--- config.mk ---
export PLATFORM = sky130hd
export DESIGN_NAME = led_pattern_controller
export DESIGN_NICKNAME = d
export VERILOG_FILES = /design/src/design/lpc_pkg.sv /design/src/design/led_pattern_controller.sv /design/src/design/lpc_front.sv /design/src/design/lpc_queue.sv /design/src/design/lpc_back.sv
export SDC_FILE = /design/constraint.sdc
export NUM_CORES = 1
export LEC_CHECK = 0
export ABC_AREA = 1
export BUFFER_PORTS_ARGS = -buffer_cell sky130_fd_sc_hd__buf_2
export CORE_MARGIN = 5
export CORE_UTILIZATION = 28
export DETAILED_ROUTE_END_ITERATION = 10
export SLEW_MARGIN = 20
export SYNTH_ARGS = -nofsm -noshare
export SYNTH_HDL_FRONTEND = slang
export SYNTH_SLANG_ARGS = --single-unit
--- constraint.sdc ---
create_clock -name clk -period 4.2 [get_ports clk]
set_input_delay 0.42 -clock clk [delete_from_list [all_inputs] [get_ports clk]]
set_output_delay 0.42 -clock clk [all_outputs]
set_load 0.005 [all_outputs]
--- src/design/lpc_pkg.sv ---
// ----------------------------------------------------------------------------
// lpc_pkg
// Shared types, constants and table functions of the LED pattern controller.
// ----------------------------------------------------------------------------
package lpc_pkg;

  // Configuration register indexes.
  localparam logic [1:0] CFG_SLOW_PERIOD  = 2'd0;
  localparam logic [1:0] CFG_FAST_PERIOD  = 2'd1;
  localparam logic [1:0] CFG_STABLE_COUNT = 2'd2;

  // Input opcodes.
  localparam logic OP_TICK = 1'b0;
  localparam logic OP_BYTE = 1'b1;

  // Result kinds.
  localparam logic KIND_LED   = 1'b0;
  localparam logic KIND_REPLY = 1'b1;

  // Only the first five receive buffer entries are ever inspected.
  localparam int CMD_LEN = 5;

  // Depth of the job queue between front and back.
  localparam int QUEUE_DEPTH = 2;

  // Characters used by the command parser.
  localparam logic [7:0] CH_OPEN  = 8'h28;  // '('
  localparam logic [7:0] CH_CLOSE = 8'h29;  // ')'
  localparam logic [7:0] CH_O     = 8'h4F;
  localparam logic [7:0] CH_N     = 8'h4E;
  localparam logic [7:0] CH_F     = 8'h46;
  localparam logic [7:0] CH_P     = 8'h50;
  localparam logic [7:0] CH_B     = 8'h42;
  localparam logic [7:0] CH_COLON = 8'h3A;
  localparam logic [7:0] CH_1     = 8'h31;
  localparam logic [7:0] CH_2     = 8'h32;
  localparam logic [7:0] CH_4     = 8'h34;

  // Reply texts, first character in the most significant byte.
  localparam int MSG_ON_LEN    = 11;
  localparam int MSG_OFF_LEN   = 12;
  localparam int MSG_PROG_LEN  = 10;
  localparam int MSG_SPEED_LEN = 9;
  localparam int MSG_ERR_LEN   = 9;
  localparam int MSG_PROG_DIGIT  = 7;
  localparam int MSG_SPEED_DIGIT = 6;

  localparam logic [8*MSG_ON_LEN-1:0]    MSG_ON_TXT    = {"UKLJUCENO", 8'h0D, 8'h0A};
  localparam logic [8*MSG_OFF_LEN-1:0]   MSG_OFF_TXT   = {"ISKLJUCENO", 8'h0D, 8'h0A};
  localparam logic [8*MSG_PROG_LEN-1:0]  MSG_PROG_TXT  = {"PROGRAM1", 8'h0D, 8'h0A};
  localparam logic [8*MSG_SPEED_LEN-1:0] MSG_SPEED_TXT = {"BRZINA1", 8'h0D, 8'h0A};
  localparam logic [8*MSG_ERR_LEN-1:0]   MSG_ERR_TXT   = {"GRESKA!", 8'h0D, 8'h0A};

  typedef enum logic [2:0] {
    MSG_ON    = 3'd0,
    MSG_OFF   = 3'd1,
    MSG_PROG  = 3'd2,
    MSG_SPEED = 3'd3,
    MSG_ERR   = 3'd4
  } msg_t;

  // One queued job: either a tick result or a reply to expand.
  typedef struct packed {
    logic       is_reply;
    msg_t       msg;
    logic [7:0] digit;
    logic [7:0] led;
  } job_t;

  // Index of the final character of a reply.
  function automatic logic [3:0] msg_last(msg_t id);
    logic [3:0] n;
    unique case (id)
      MSG_ON:    n = 4'(MSG_ON_LEN - 1);
      MSG_OFF:   n = 4'(MSG_OFF_LEN - 1);
      MSG_PROG:  n = 4'(MSG_PROG_LEN - 1);
      MSG_SPEED: n = 4'(MSG_SPEED_LEN - 1);
      default:   n = 4'(MSG_ERR_LEN - 1);
    endcase
    return n;
  endfunction

  // Character k of a reply, with the digit placed where the text has one.
  function automatic logic [7:0] msg_char(msg_t id, logic [3:0] k, logic [7:0] digit);
    logic [7:0] c;
    int         pos;
    pos = int'(k);
    c   = 8'h00;
    unique case (id)
      MSG_ON: begin
        if (pos < MSG_ON_LEN) c = MSG_ON_TXT[8*(MSG_ON_LEN-1-pos) +: 8];
      end
      MSG_OFF: begin
        if (pos < MSG_OFF_LEN) c = MSG_OFF_TXT[8*(MSG_OFF_LEN-1-pos) +: 8];
      end
      MSG_PROG: begin
        if (pos == MSG_PROG_DIGIT) c = digit;
        else if (pos < MSG_PROG_LEN) c = MSG_PROG_TXT[8*(MSG_PROG_LEN-1-pos) +: 8];
      end
      MSG_SPEED: begin
        if (pos == MSG_SPEED_DIGIT) c = digit;
        else if (pos < MSG_SPEED_LEN) c = MSG_SPEED_TXT[8*(MSG_SPEED_LEN-1-pos) +: 8];
      end
      default: begin
        if (pos < MSG_ERR_LEN) c = MSG_ERR_TXT[8*(MSG_ERR_LEN-1-pos) +: 8];
      end
    endcase
    return c;
  endfunction

  // Pattern tables; p is the program number minus one.
  function automatic logic [7:0] pattern_at(logic [1:0] p, logic [2:0] i);
    logic [7:0] v;
    unique case (p)
      2'd0: v = i[0] ? 8'hFF : 8'h00;
      2'd1: v = 8'(8'h01 << i);
      2'd2: begin
        unique case (i)
          3'd0:    v = 8'h81;
          3'd1:    v = 8'h42;
          3'd2:    v = 8'h24;
          3'd3:    v = 8'h18;
          3'd4:    v = 8'h24;
          3'd5:    v = 8'h42;
          default: v = 8'h81;
        endcase
      end
      default: v = 8'(8'h88 >> i[1:0]);
    endcase
    return v;
  endfunction

  // Index of the final entry of each pattern.
  function automatic logic [2:0] pattern_last(logic [1:0] p);
    logic [2:0] n;
    unique case (p)
      2'd0:    n = 3'd1;
      2'd1:    n = 3'd7;
      2'd2:    n = 3'd5;
      default: n = 3'd3;
    endcase
    return n;
  endfunction

endpackage

--- src/design/led_pattern_controller.sv ---
// An accepted input beat's job is written to the job queue, then loaded into the output register.
// Throughput: one input beat per cycle while in_stall is low; a tick yields one result beat,
// and a reply of n characters (9 to 12) keeps the output stage busy for n result beats.
// The two-entry job queue decides when the input stalls behind a reply burst.
// Synchronous reset (rst_n low) clears control state, not queue entries or output payload,
// and restores 200, 100, 5 in the period and stable-count registers; there is no clearing pass.
// ----------------------------------------------------------------------------
// led_pattern_controller
// Button and serial command driven LED pattern generator with text replies.
// ----------------------------------------------------------------------------
module led_pattern_controller #(
  parameter int RX_DEPTH = 20
) (
  input  logic       clk,
  input  logic       rst_n,
  input  logic       cfg_write_en,
  input  logic [1:0] cfg_index,
  input  logic [7:0] cfg_data,
  input  logic       in_valid,
  output logic       in_stall,
  input  logic       in_opcode,
  input  logic       in_run_pin,
  input  logic       in_program_pin,
  input  logic       in_speed_pin,
  input  logic [7:0] in_rx_byte,
  output logic       out_valid,
  input  logic       out_stall,
  output logic       out_kind,
  output logic [7:0] out_led,
  output logic [7:0] out_reply_char,
  output logic       out_last
);

  logic          push_valid, q_full, head_valid, pop;
  lpc_pkg::job_t push_job, head_job;

  assign in_stall = q_full;

  // Front: accept beats and update control state.
  lpc_front #(
    .RX_DEPTH(RX_DEPTH)
  ) u_front (
    .clk           (clk),
    .rst_n         (rst_n),
    .cfg_write_en  (cfg_write_en),
    .cfg_index     (cfg_index),
    .cfg_data      (cfg_data),
    .in_valid      (in_valid),
    .in_opcode     (in_opcode),
    .in_run_pin    (in_run_pin),
    .in_program_pin(in_program_pin),
    .in_speed_pin  (in_speed_pin),
    .in_rx_byte    (in_rx_byte),
    .q_full        (q_full),
    .push_valid    (push_valid),
    .push_job      (push_job)
  );

  // Job queue.
  lpc_queue u_queue (
    .clk       (clk),
    .rst_n     (rst_n),
    .push      (push_valid),
    .push_job  (push_job),
    .pop       (pop),
    .full      (q_full),
    .head_valid(head_valid),
    .head_job  (head_job)
  );

  // Back: emit result beats.
  lpc_back u_back (
    .clk           (clk),
    .rst_n         (rst_n),
    .head_valid    (head_valid),
    .head_job      (head_job),
    .pop           (pop),
    .out_stall     (out_stall),
    .out_valid     (out_valid),
    .out_kind      (out_kind),
    .out_led       (out_led),
    .out_reply_char(out_reply_char),
    .out_last      (out_last)
  );

endmodule

--- src/design/lpc_front.sv ---
// ----------------------------------------------------------------------------
// lpc_front
// Accepts tick and serial beats, updates timer, debounce, run and pattern
// state, parses commands, and pushes one job per beat that has a result.
// ----------------------------------------------------------------------------
module lpc_front #(
  parameter int RX_DEPTH = 20
) (
  input  logic          clk,
  input  logic          rst_n,
  input  logic          cfg_write_en,
  input  logic [1:0]    cfg_index,
  input  logic [7:0]    cfg_data,
  input  logic          in_valid,
  input  logic          in_opcode,
  input  logic          in_run_pin,
  input  logic          in_program_pin,
  input  logic          in_speed_pin,
  input  logic [7:0]    in_rx_byte,
  input  logic          q_full,
  output logic          push_valid,
  output lpc_pkg::job_t push_job
);

  localparam int POS_W = $clog2(RX_DEPTH);
  localparam int PIN_RUN = 0;
  localparam int PIN_PROG = 1;
  localparam int PIN_SPEED = 2;
  localparam int CMD_LEN_W = lpc_pkg::CMD_LEN;

  // Configuration registers.
  logic [7:0] slow_r, fast_r;
  logic [2:0] stable_r;

  // Timer, debounce and control state.
  logic [7:0] tick_r, tick_nxt;
  logic       step_r, step_nxt;
  logic [2:0] prev_raw_r, prev_raw_nxt;
  logic [2:0] rc_r [3];
  logic [2:0] rc_nxt [3];
  logic [2:0] rc_inc [3];
  logic [2:0] clean_r, clean_nxt;
  logic [2:0] fall;
  logic       running_r, running_nxt;
  logic [1:0] prog_r, prog_nxt;
  logic       speed_r, speed_nxt;
  logic [2:0] idx_r [4];
  logic [2:0] idx_nxt [4];
  logic [7:0] led_r, led_nxt;

  // Receive buffer (entries that the parser reads) and write position.
  logic [7:0]       buf_r [CMD_LEN_W];
  logic [7:0]       buf_nxt [CMD_LEN_W];
  logic [7:0]       view [CMD_LEN_W];
  logic [POS_W-1:0] pos_r, pos_nxt, pos0;

  logic [7:0] period;
  logic [7:0] tick_inc;
  logic [2:0] raw;
  logic       accept;
  lpc_pkg::msg_t msg;

  assign accept = in_valid && !q_full;
  assign raw    = {in_speed_pin, in_program_pin, in_run_pin};

  // Next state of everything the front keeps.
  always_comb begin
    tick_nxt     = tick_r;
    step_nxt     = step_r;
    prev_raw_nxt = prev_raw_r;
    clean_nxt    = clean_r;
    running_nxt  = running_r;
    prog_nxt     = prog_r;
    speed_nxt    = speed_r;
    led_nxt      = led_r;
    pos_nxt      = pos_r;
    msg          = lpc_pkg::MSG_ERR;
    push_valid   = 1'b0;
    period       = speed_r ? fast_r : slow_r;
    tick_inc     = tick_r + 8'd1;
    pos0         = (in_rx_byte == lpc_pkg::CH_OPEN) ? '0 : pos_r;
    fall         = '0;
    for (int i = 0; i < 3; i++) begin
      rc_nxt[i] = rc_r[i];
      rc_inc[i] = rc_r[i] + 3'd1;
    end
    for (int i = 0; i < 4; i++) begin
      idx_nxt[i] = idx_r[i];
    end
    for (int k = 0; k < CMD_LEN_W; k++) begin
      buf_nxt[k] = buf_r[k];
      view[k]    = (pos0 == POS_W'(k)) ? in_rx_byte : buf_r[k];
    end

    if (accept && in_opcode == lpc_pkg::OP_TICK) begin
      // Tick counter and step flag.
      if (tick_inc == period) begin
        tick_nxt = 8'd0;
        step_nxt = 1'b1;
      end else begin
        tick_nxt = tick_inc;
      end
      // Debounce each pin by counting equal samples.
      for (int i = 0; i < 3; i++) begin
        if (raw[i] == prev_raw_r[i]) begin
          if (rc_inc[i] >= stable_r) begin
            clean_nxt[i] = raw[i];
            rc_nxt[i]    = 3'd0;
          end else begin
            rc_nxt[i] = rc_inc[i];
          end
        end else begin
          rc_nxt[i] = 3'd0;
        end
      end
      prev_raw_nxt = raw;
      fall         = clean_r & ~clean_nxt;
      // Button actions on falling debounced edges.
      if (fall[PIN_RUN]) begin
        running_nxt = !running_r;
        if (!running_r) tick_nxt = 8'd0;
      end
      if (fall[PIN_SPEED]) speed_nxt = !speed_r;
      if (fall[PIN_PROG]) prog_nxt = prog_r + 2'd1;
      // Pattern step.
      if (running_nxt) begin
        if (step_nxt) begin
          led_nxt = lpc_pkg::pattern_at(prog_nxt, idx_r[prog_nxt]);
          idx_nxt[prog_nxt] = (idx_r[prog_nxt] == lpc_pkg::pattern_last(prog_nxt)) ?
                              3'd0 : idx_r[prog_nxt] + 3'd1;
          step_nxt = 1'b0;
        end
      end else begin
        led_nxt = 8'd0;
      end
      push_valid = 1'b1;
    end else if (accept) begin
      // Store the byte where the parser can see it.
      for (int k = 0; k < CMD_LEN_W; k++) begin
        if (pos0 == POS_W'(k)) buf_nxt[k] = in_rx_byte;
      end
      if (in_rx_byte == lpc_pkg::CH_CLOSE) begin
        push_valid = 1'b1;
        if (view[0] == lpc_pkg::CH_OPEN && view[1] == lpc_pkg::CH_O &&
            view[2] == lpc_pkg::CH_N && view[3] == lpc_pkg::CH_CLOSE) begin
          running_nxt = 1'b1;
          prog_nxt    = 2'd0;
          msg         = lpc_pkg::MSG_ON;
        end else if (view[0] == lpc_pkg::CH_OPEN && view[1] == lpc_pkg::CH_O &&
                     view[2] == lpc_pkg::CH_F && view[3] == lpc_pkg::CH_F &&
                     view[4] == lpc_pkg::CH_CLOSE) begin
          running_nxt = 1'b0;
          msg         = lpc_pkg::MSG_OFF;
        end else if (view[0] == lpc_pkg::CH_OPEN && view[1] == lpc_pkg::CH_P &&
                     view[2] == lpc_pkg::CH_COLON) begin
          if (view[3] >= lpc_pkg::CH_1 && view[3] <= lpc_pkg::CH_4 &&
              view[4] == lpc_pkg::CH_CLOSE) begin
            prog_nxt = view[3][1:0] - 2'd1;
            msg      = lpc_pkg::MSG_PROG;
          end
        end else if (view[0] == lpc_pkg::CH_OPEN && view[1] == lpc_pkg::CH_B &&
                     view[2] == lpc_pkg::CH_COLON) begin
          if ((view[3] == lpc_pkg::CH_1 || view[3] == lpc_pkg::CH_2) &&
              view[4] == lpc_pkg::CH_CLOSE) begin
            speed_nxt = (view[3] == lpc_pkg::CH_2);
            msg       = lpc_pkg::MSG_SPEED;
          end
        end
        buf_nxt[0] = 8'd0;
        pos_nxt    = POS_W'(1);
      end else begin
        pos_nxt = (pos0 == POS_W'(RX_DEPTH - 1)) ? '0 : pos0 + POS_W'(1);
      end
    end
  end

  // Job handed to the back end.
  always_comb begin
    push_job.is_reply = in_opcode;
    push_job.msg      = msg;
    push_job.digit    = view[3];
    push_job.led      = (in_opcode == lpc_pkg::OP_TICK) ? led_nxt : led_r;
  end

  // Configuration writes.
  always_ff @(posedge clk) begin
    if (!rst_n) begin
      slow_r   <= 8'd200;
      fast_r   <= 8'd100;
      stable_r <= 3'd5;
    end else if (cfg_write_en) begin
      unique case (cfg_index)
        lpc_pkg::CFG_SLOW_PERIOD:  slow_r   <= cfg_data;
        lpc_pkg::CFG_FAST_PERIOD:  fast_r   <= cfg_data;
        lpc_pkg::CFG_STABLE_COUNT: stable_r <= cfg_data[2:0];
        default: ;
      endcase
    end
  end

  // State registers.
  always_ff @(posedge clk) begin
    if (!rst_n) begin
      tick_r     <= 8'd0;
      step_r     <= 1'b0;
      prev_raw_r <= '1;
      clean_r    <= '1;
      running_r  <= 1'b0;
      prog_r     <= 2'd0;
      speed_r    <= 1'b0;
      led_r      <= 8'd0;
      pos_r      <= '0;
      for (int i = 0; i < 3; i++) rc_r[i] <= 3'd0;
      for (int i = 0; i < 4; i++) idx_r[i] <= 3'd0;
      for (int k = 0; k < CMD_LEN_W; k++) buf_r[k] <= 8'd0;
    end else begin
      tick_r     <= tick_nxt;
      step_r     <= step_nxt;
      prev_raw_r <= prev_raw_nxt;
      clean_r    <= clean_nxt;
      running_r  <= running_nxt;
      prog_r     <= prog_nxt;
      speed_r    <= speed_nxt;
      led_r      <= led_nxt;
      pos_r      <= pos_nxt;
      for (int i = 0; i < 3; i++) rc_r[i] <= rc_nxt[i];
      for (int i = 0; i < 4; i++) idx_r[i] <= idx_nxt[i];
      for (int k = 0; k < CMD_LEN_W; k++) buf_r[k] <= buf_nxt[k];
    end
  end

endmodule

--- src/design/lpc_queue.sv ---
// ----------------------------------------------------------------------------
// lpc_queue
// Short first-in first-out queue of jobs between front and back.
// ----------------------------------------------------------------------------
module lpc_queue (
  input  logic          clk,
  input  logic          rst_n,
  input  logic          push,
  input  lpc_pkg::job_t push_job,
  input  logic          pop,
  output logic          full,
  output logic          head_valid,
  output lpc_pkg::job_t head_job
);

  localparam int DEPTH = lpc_pkg::QUEUE_DEPTH;
  localparam int PTR_W = $clog2(DEPTH);
  localparam int CNT_W = $clog2(DEPTH + 1);

  lpc_pkg::job_t    mem_r [DEPTH];
  logic [PTR_W-1:0] wr_r, rd_r;
  logic [CNT_W-1:0] cnt_r;

  assign full       = (cnt_r == CNT_W'(DEPTH));
  assign head_valid = (cnt_r != '0);
  assign head_job   = mem_r[rd_r];

  // Entry storage.
  always_ff @(posedge clk) begin
    if (push) mem_r[wr_r] <= push_job;
  end

  // Pointers and fill count.
  always_ff @(posedge clk) begin
    if (!rst_n) begin
      wr_r  <= '0;
      rd_r  <= '0;
      cnt_r <= '0;
    end else begin
      if (push) wr_r <= (wr_r == PTR_W'(DEPTH - 1)) ? '0 : wr_r + PTR_W'(1);
      if (pop)  rd_r <= (rd_r == PTR_W'(DEPTH - 1)) ? '0 : rd_r + PTR_W'(1);
      if (push && !pop)      cnt_r <= cnt_r + CNT_W'(1);
      else if (pop && !push) cnt_r <= cnt_r - CNT_W'(1);
    end
  end

endmodule

--- src/design/lpc_back.sv ---
// ----------------------------------------------------------------------------
// lpc_back
// Turns queued jobs into result beats: one LED beat per tick job, one beat
// per character of a reply job, held in an output register.
// ----------------------------------------------------------------------------
module lpc_back (
  input  logic          clk,
  input  logic          rst_n,
  input  logic          head_valid,
  input  lpc_pkg::job_t head_job,
  output logic          pop,
  input  logic          out_stall,
  output logic          out_valid,
  output logic          out_kind,
  output logic [7:0]    out_led,
  output logic [7:0]    out_reply_char,
  output logic          out_last
);

  logic       out_valid_r;
  logic       kind_r, last_r;
  logic [7:0] led_r, char_r;
  logic [3:0] chr_r;
  logic       load, final_beat;

  assign load       = head_valid && (!out_valid_r || !out_stall);
  assign final_beat = !head_job.is_reply || (chr_r == lpc_pkg::msg_last(head_job.msg));
  assign pop        = load && final_beat;

  assign out_valid      = out_valid_r;
  assign out_kind       = kind_r;
  assign out_led        = led_r;
  assign out_reply_char = char_r;
  assign out_last       = last_r;

  // Control: output valid and character counter.
  always_ff @(posedge clk) begin
    if (!rst_n) begin
      out_valid_r <= 1'b0;
      chr_r       <= 4'd0;
    end else begin
      if (load) out_valid_r <= 1'b1;
      else if (!out_stall) out_valid_r <= 1'b0;
      if (load) chr_r <= final_beat ? 4'd0 : chr_r + 4'd1;
    end
  end

  // Output beat payload.
  always_ff @(posedge clk) begin
    if (load) begin
      led_r <= head_job.led;
      if (head_job.is_reply) begin
        kind_r <= lpc_pkg::KIND_REPLY;
        char_r <= lpc_pkg::msg_char(head_job.msg, chr_r, head_job.digit);
        last_r <= final_beat;
      end else begin
        kind_r <= lpc_pkg::KIND_LED;
        char_r <= 8'd0;
        last_r <= 1'b0;
      end
    end
  end

endmodule

==> impl_metrics.env <==
export IMPL_status="completed"
export IMPL_hpwl_mm=19.5
export IMPL_numCtsBuffers=17
export IMPL_hp_class="in -> reg"
export IMPL_cap_violations=0
export IMPL_skew_ns=0.0129
export IMPL_std_cell_rows=71
export IMPL_p_int_w=0.00331
export IMPL_synth_area_mm2=0.0106
export IMPL_syn_avg_cell_area_um2=7.25
export IMPL_dr_pass1_iters=5
export IMPL_cts_root_buf="clkbuf_16"
export IMPL_seq_area_frac_synth_pct=39.6
export IMPL_total_power_w=0.00518
export IMPL_synth_nets=1531
export IMPL_drive_above_1_share_pct=9.96
export IMPL_start_kind="register"
export IMPL_die_h_um=204
export IMPL_clock_tree_buffer_depth=2
export IMPL_p_per_area_mw_per_mm2=434
export IMPL_grt_usage_pct=13.0
export IMPL_path_class="reg -> reg"
export IMPL_cts_tree="yes"
export IMPL_clock_latency_ns=0.45
export IMPL_cp_max_fo=10
export IMPL_p_sw_w=0.00187
export IMPL_synth_edff_count=58
export IMPL_cp_arrival_ns=3.86
export IMPL_vdd_ir_drop_max_v=0.000208
export IMPL_die_w_um=204
export IMPL_max_freq_mhz=272
export IMPL_rsz0062_at_grt="false"
export IMPL_grt_max_degree=68
export IMPL_period_minus_slack_ns=3.68
export IMPL_synthFlopType="dfxtp_1"
export IMPL_portBuffers=46
export IMPL_drc=0
export IMPL_ios=47
export IMPL_synth_async_reset_ratio_pct=0
export IMPL_grt_ovfl_total=0
export IMPL_p_seq_share_pct=40.5
export IMPL_htree_levels=4
export IMPL_finalSetupViolCount=0
export IMPL_setup_tns_ns=0
export IMPL_hold_violations=0
export IMPL_totalWireLength_mm=26.8
export IMPL_ys_warn_count=0
export IMPL_initial_core_util_pct=28.2
export IMPL_synth_seq_cells=180
export IMPL_comb_power_share_pct=28.8
export IMPL_vias_per_cell=4.70
export IMPL_vias=9486
export IMPL_setup_worst_path_end_class="register"
export IMPL_cts_sinks=180
export IMPL_leakage_nw=5.35
export IMPL_path_clk_slew_ns=0.08
export IMPL_yosys_cell_types_count=57
export IMPL_gp_congestion=0.920
export IMPL_fp_dieArea_mm2=0.0418
export IMPL_nNetsFinal=1564
export IMPL_drt_initial_drc_count=632
export IMPL_design_core_area_mm2=0.0375
export IMPL_area_growth_pct=12.7
export IMPL_slew_violations=0
export IMPL_wl_per_cell_um=13.3
export IMPL_postRouteAntennaNets=0
export IMPL_switching_share_pct=36.1
export IMPL_worst_slew_pin_transition_ns=0.910
export IMPL_synthesis_instances=1460
export IMPL_antenna_found_initial=3
export IMPL_pwr_share_clk_pct=30.6
export IMPL_grt_pass1_vias=8989
export IMPL_slew_headroom_pct=38.8
export IMPL_critPathRequiredTime_ns=4.39
export IMPL_grt_pass1_wl_mm=44.6
export IMPL_post_route_period_util_pct=87.6
## metrics by stage
| stage | util (%) | setup slack, ns | cells | hold WS (ns) | area [um^2] |
|---|---|---|---|---|---|
| final | 31.8 | 0.521 | 2018 | 0.195 | 11900 |
| after global routing | 31.8 | 0.0578 | 2017 | 0.179 | 11900 |
| after CTS | 31.8 | 0.325 | 2017 | 0.170 | 11900 |
| after detailed placement | 30.2 | 0.332 | 1985 | 0.446 | 11300 |
| after global placement | 30.2 | 0.504 | 1985 | 0.434 | 11300 |
| after floorplan | - | 0.757 | 1460 | 0.424 | 10600 |
## metal layers
layer  wire [um]  part of all wire (%)  vias to the layer above  global-route usage (%)
met5          21                 0.078                        -                       0
met4         620                   2.3                        4                    4.62
met3        1040                   3.9                       52                    2.32
met2       12400                    46                      180                    21.8
met1       12700                    47                     4364                    16.7
li1            -                     -                     4886                       -
## worst paths after layout
check | slack, ns | start | to | cells past startpoint
setup / recovery | 0.52 | u_front.rc_r[0][3]$_SDFFE_PN0P_ | u_queue.mem_r[1][3]$_DFFE_PP_ | 23
hold / removal | 0.19 | cfg_data[7] | u_front.slow_r[7]$_SDFFE_PN1P_ | 3
setup reg to reg | 0.52 | u_front.rc_r[0][3]$_SDFFE_PN0P_ | u_queue.mem_r[1][3]$_DFFE_PP_ | 23
hold reg to reg | 0.45 | u_front.fast_r[1]$_SDFFE_PN0P_ | u_front.fast_r[1]$_SDFFE_PN0P_ | 2
## registers in the layout (all words and copies together), names as in the netlist, 3 cells and up, named ones only
| name | count |
|---|---|
| u_front.rc_r | 9 |
| u_front.pos_r | 5 |
| u_front.clean_r | 3 |
| u_back.chr_r | 4 |
| u_front.buf_r | 40 |
| u_front.fast_r | 8 |
| u_front.slow_r | 8 |
| u_back.out_led | 8 |
| u_front.idx_r | 12 |
| u_front.tick_r | 8 |
| u_front.prev_raw_r | 3 |
| u_queue.mem_r | 40 |
| u_back.out_reply_char | 8 |
| u_front.stable_r | 3 |
| u_front.led_r | 8 |
## kinds of logic after synthesis
kind of cell	after synthesis	synth area share, %
multiplexers	7	0.662
flip-flops	180	39.6
AO/OA/AOI/OAI	272	14.7
adder cells (fa/ha/maj)	44	5.20
XOR/XNOR	24	1.99
AND/OR/NAND/NOR	686	28.4
buffers and inverters	247	9.50
## what timing repair did
| action | 4_1_cts | 5_1_grt |
|---|---|---|
| setup endpoints to repair | 0 | 11 |
| hold buffers | 0 | 0 |
| gates resized for setup | 0 | 2 |
| hold endpoints to repair | 0 | 0 |
| setup buffers | 0 | 0 |
## cell type report
| type | count | area, um^2 |
|---|---|---|
| timing repair buffer | 64 | 365 |
| clock inverter | 14 | 160 |
| antenna | 1 | 2.50 |
| multi-input combinational | 1033 | 5400 |
| inverter | 197 | 741 |
| sequential | 180 | 4180 |
| clock buffer | 18 | 429 |
| tap | 511 | 639 |
| fill | 4102 | 25600 |
## cells in the final DEF (no fill, tap or decap), types with 8 or more instances in the layout
master       n
a21oi_1    102
buf_2       46
buf_4       18
clkbuf_16   17
dfxtp_1    122
edfxtp_1    58
ha_1        44
inv_1      188
nand2_1    374
nand2_2     11
nand3_1    111
nand4_1     37
nor2_1     106
nor2_2       8
nor3_1      10
o211ai_1    20
o21ai_0     99
o21ai_1      9
or2_2       11
xor2_1      17
## power groups by stage
stage | clock [W] | sequential [W] | combinational (W)
2_1_floorplan | 0 | 0.00215 | 0.00102
3_3_place_gp | 0 | 0.00214 | 0.00149
3_5_place_dp | 0 | 0.00214 | 0.00149
4_1_cts | 0.00164 | 0.00210 | 0.00150
5_1_grt | 0.00171 | 0.00212 | 0.00170
6_report | 0.00158 | 0.00210 | 0.00149
## worst max-delay path: stages, from the launching register on
cell and delay [ns]:
dfxtp_1 0.35, ha_1 0.21, xor2_1 0.16, ha_1 0.30
nand2_1 0.06, o21ai_2 0.19, nand3_1 0.14, inv_1 0.10
nand2_1 0.09, nand2_2 0.17, inv_1 0.16, nand2_1 0.09
nand2_1 0.05, nand2_1 0.06, and2_1 0.22, inv_1 0.08
ha_1 0.23, ha_1 0.22, nand2_1 0.08, nand2_1 0.05
o21ai_0 0.15, nand2_1 0.07, o211ai_1 0.11, nand2_1 0.09
## Yosys cell counts (3+ instances only)
cell | count | share of area [%]
clkbuf_1 | 32 | 1.1
xor2_1 | 17 | 1.4
buf_1 | 3 | 0.11
dfxtp_1 | 122 | 23
ha_1 | 44 | 5.2
inv_1 | 188 | 6.7
nand3_1 | 111 | 5.3
a21oi_1 | 102 | 4.8
edfxtp_1 | 58 | 16
nor3_1 | 10 | 0.47
a211oi_1 | 7 | 0.50
nand2_4 | 3 | 0.32
o21ai_1 | 9 | 0.43
o211ai_1 | 20 | 1.4
nand2_1 | 374 | 13
clkinv_1 | 3 | 0.11
nand4_1 | 37 | 2.2
or2_2 | 11 | 0.65
buf_6 | 3 | 0.32
nand2_2 | 11 | 0.65
o311ai_0 | 4 | 0.33
o21bai_1 | 6 | 0.43
buf_4 | 3 | 0.21
nor2_1 | 107 | 3.8
buf_2 | 6 | 0.28
o21ai_0 | 100 | 4.7
nor2_4 | 3 | 0.32
a22oi_1 | 4 | 0.28
xnor2_1 | 7 | 0.58
o21ai_2 | 3 | 0.25
inv_2 | 6 | 0.21
nor2_2 | 7 | 0.41
mux2i_1 | 7 | 0.66
No activity file was read; power rests on OpenSTA's default activity.
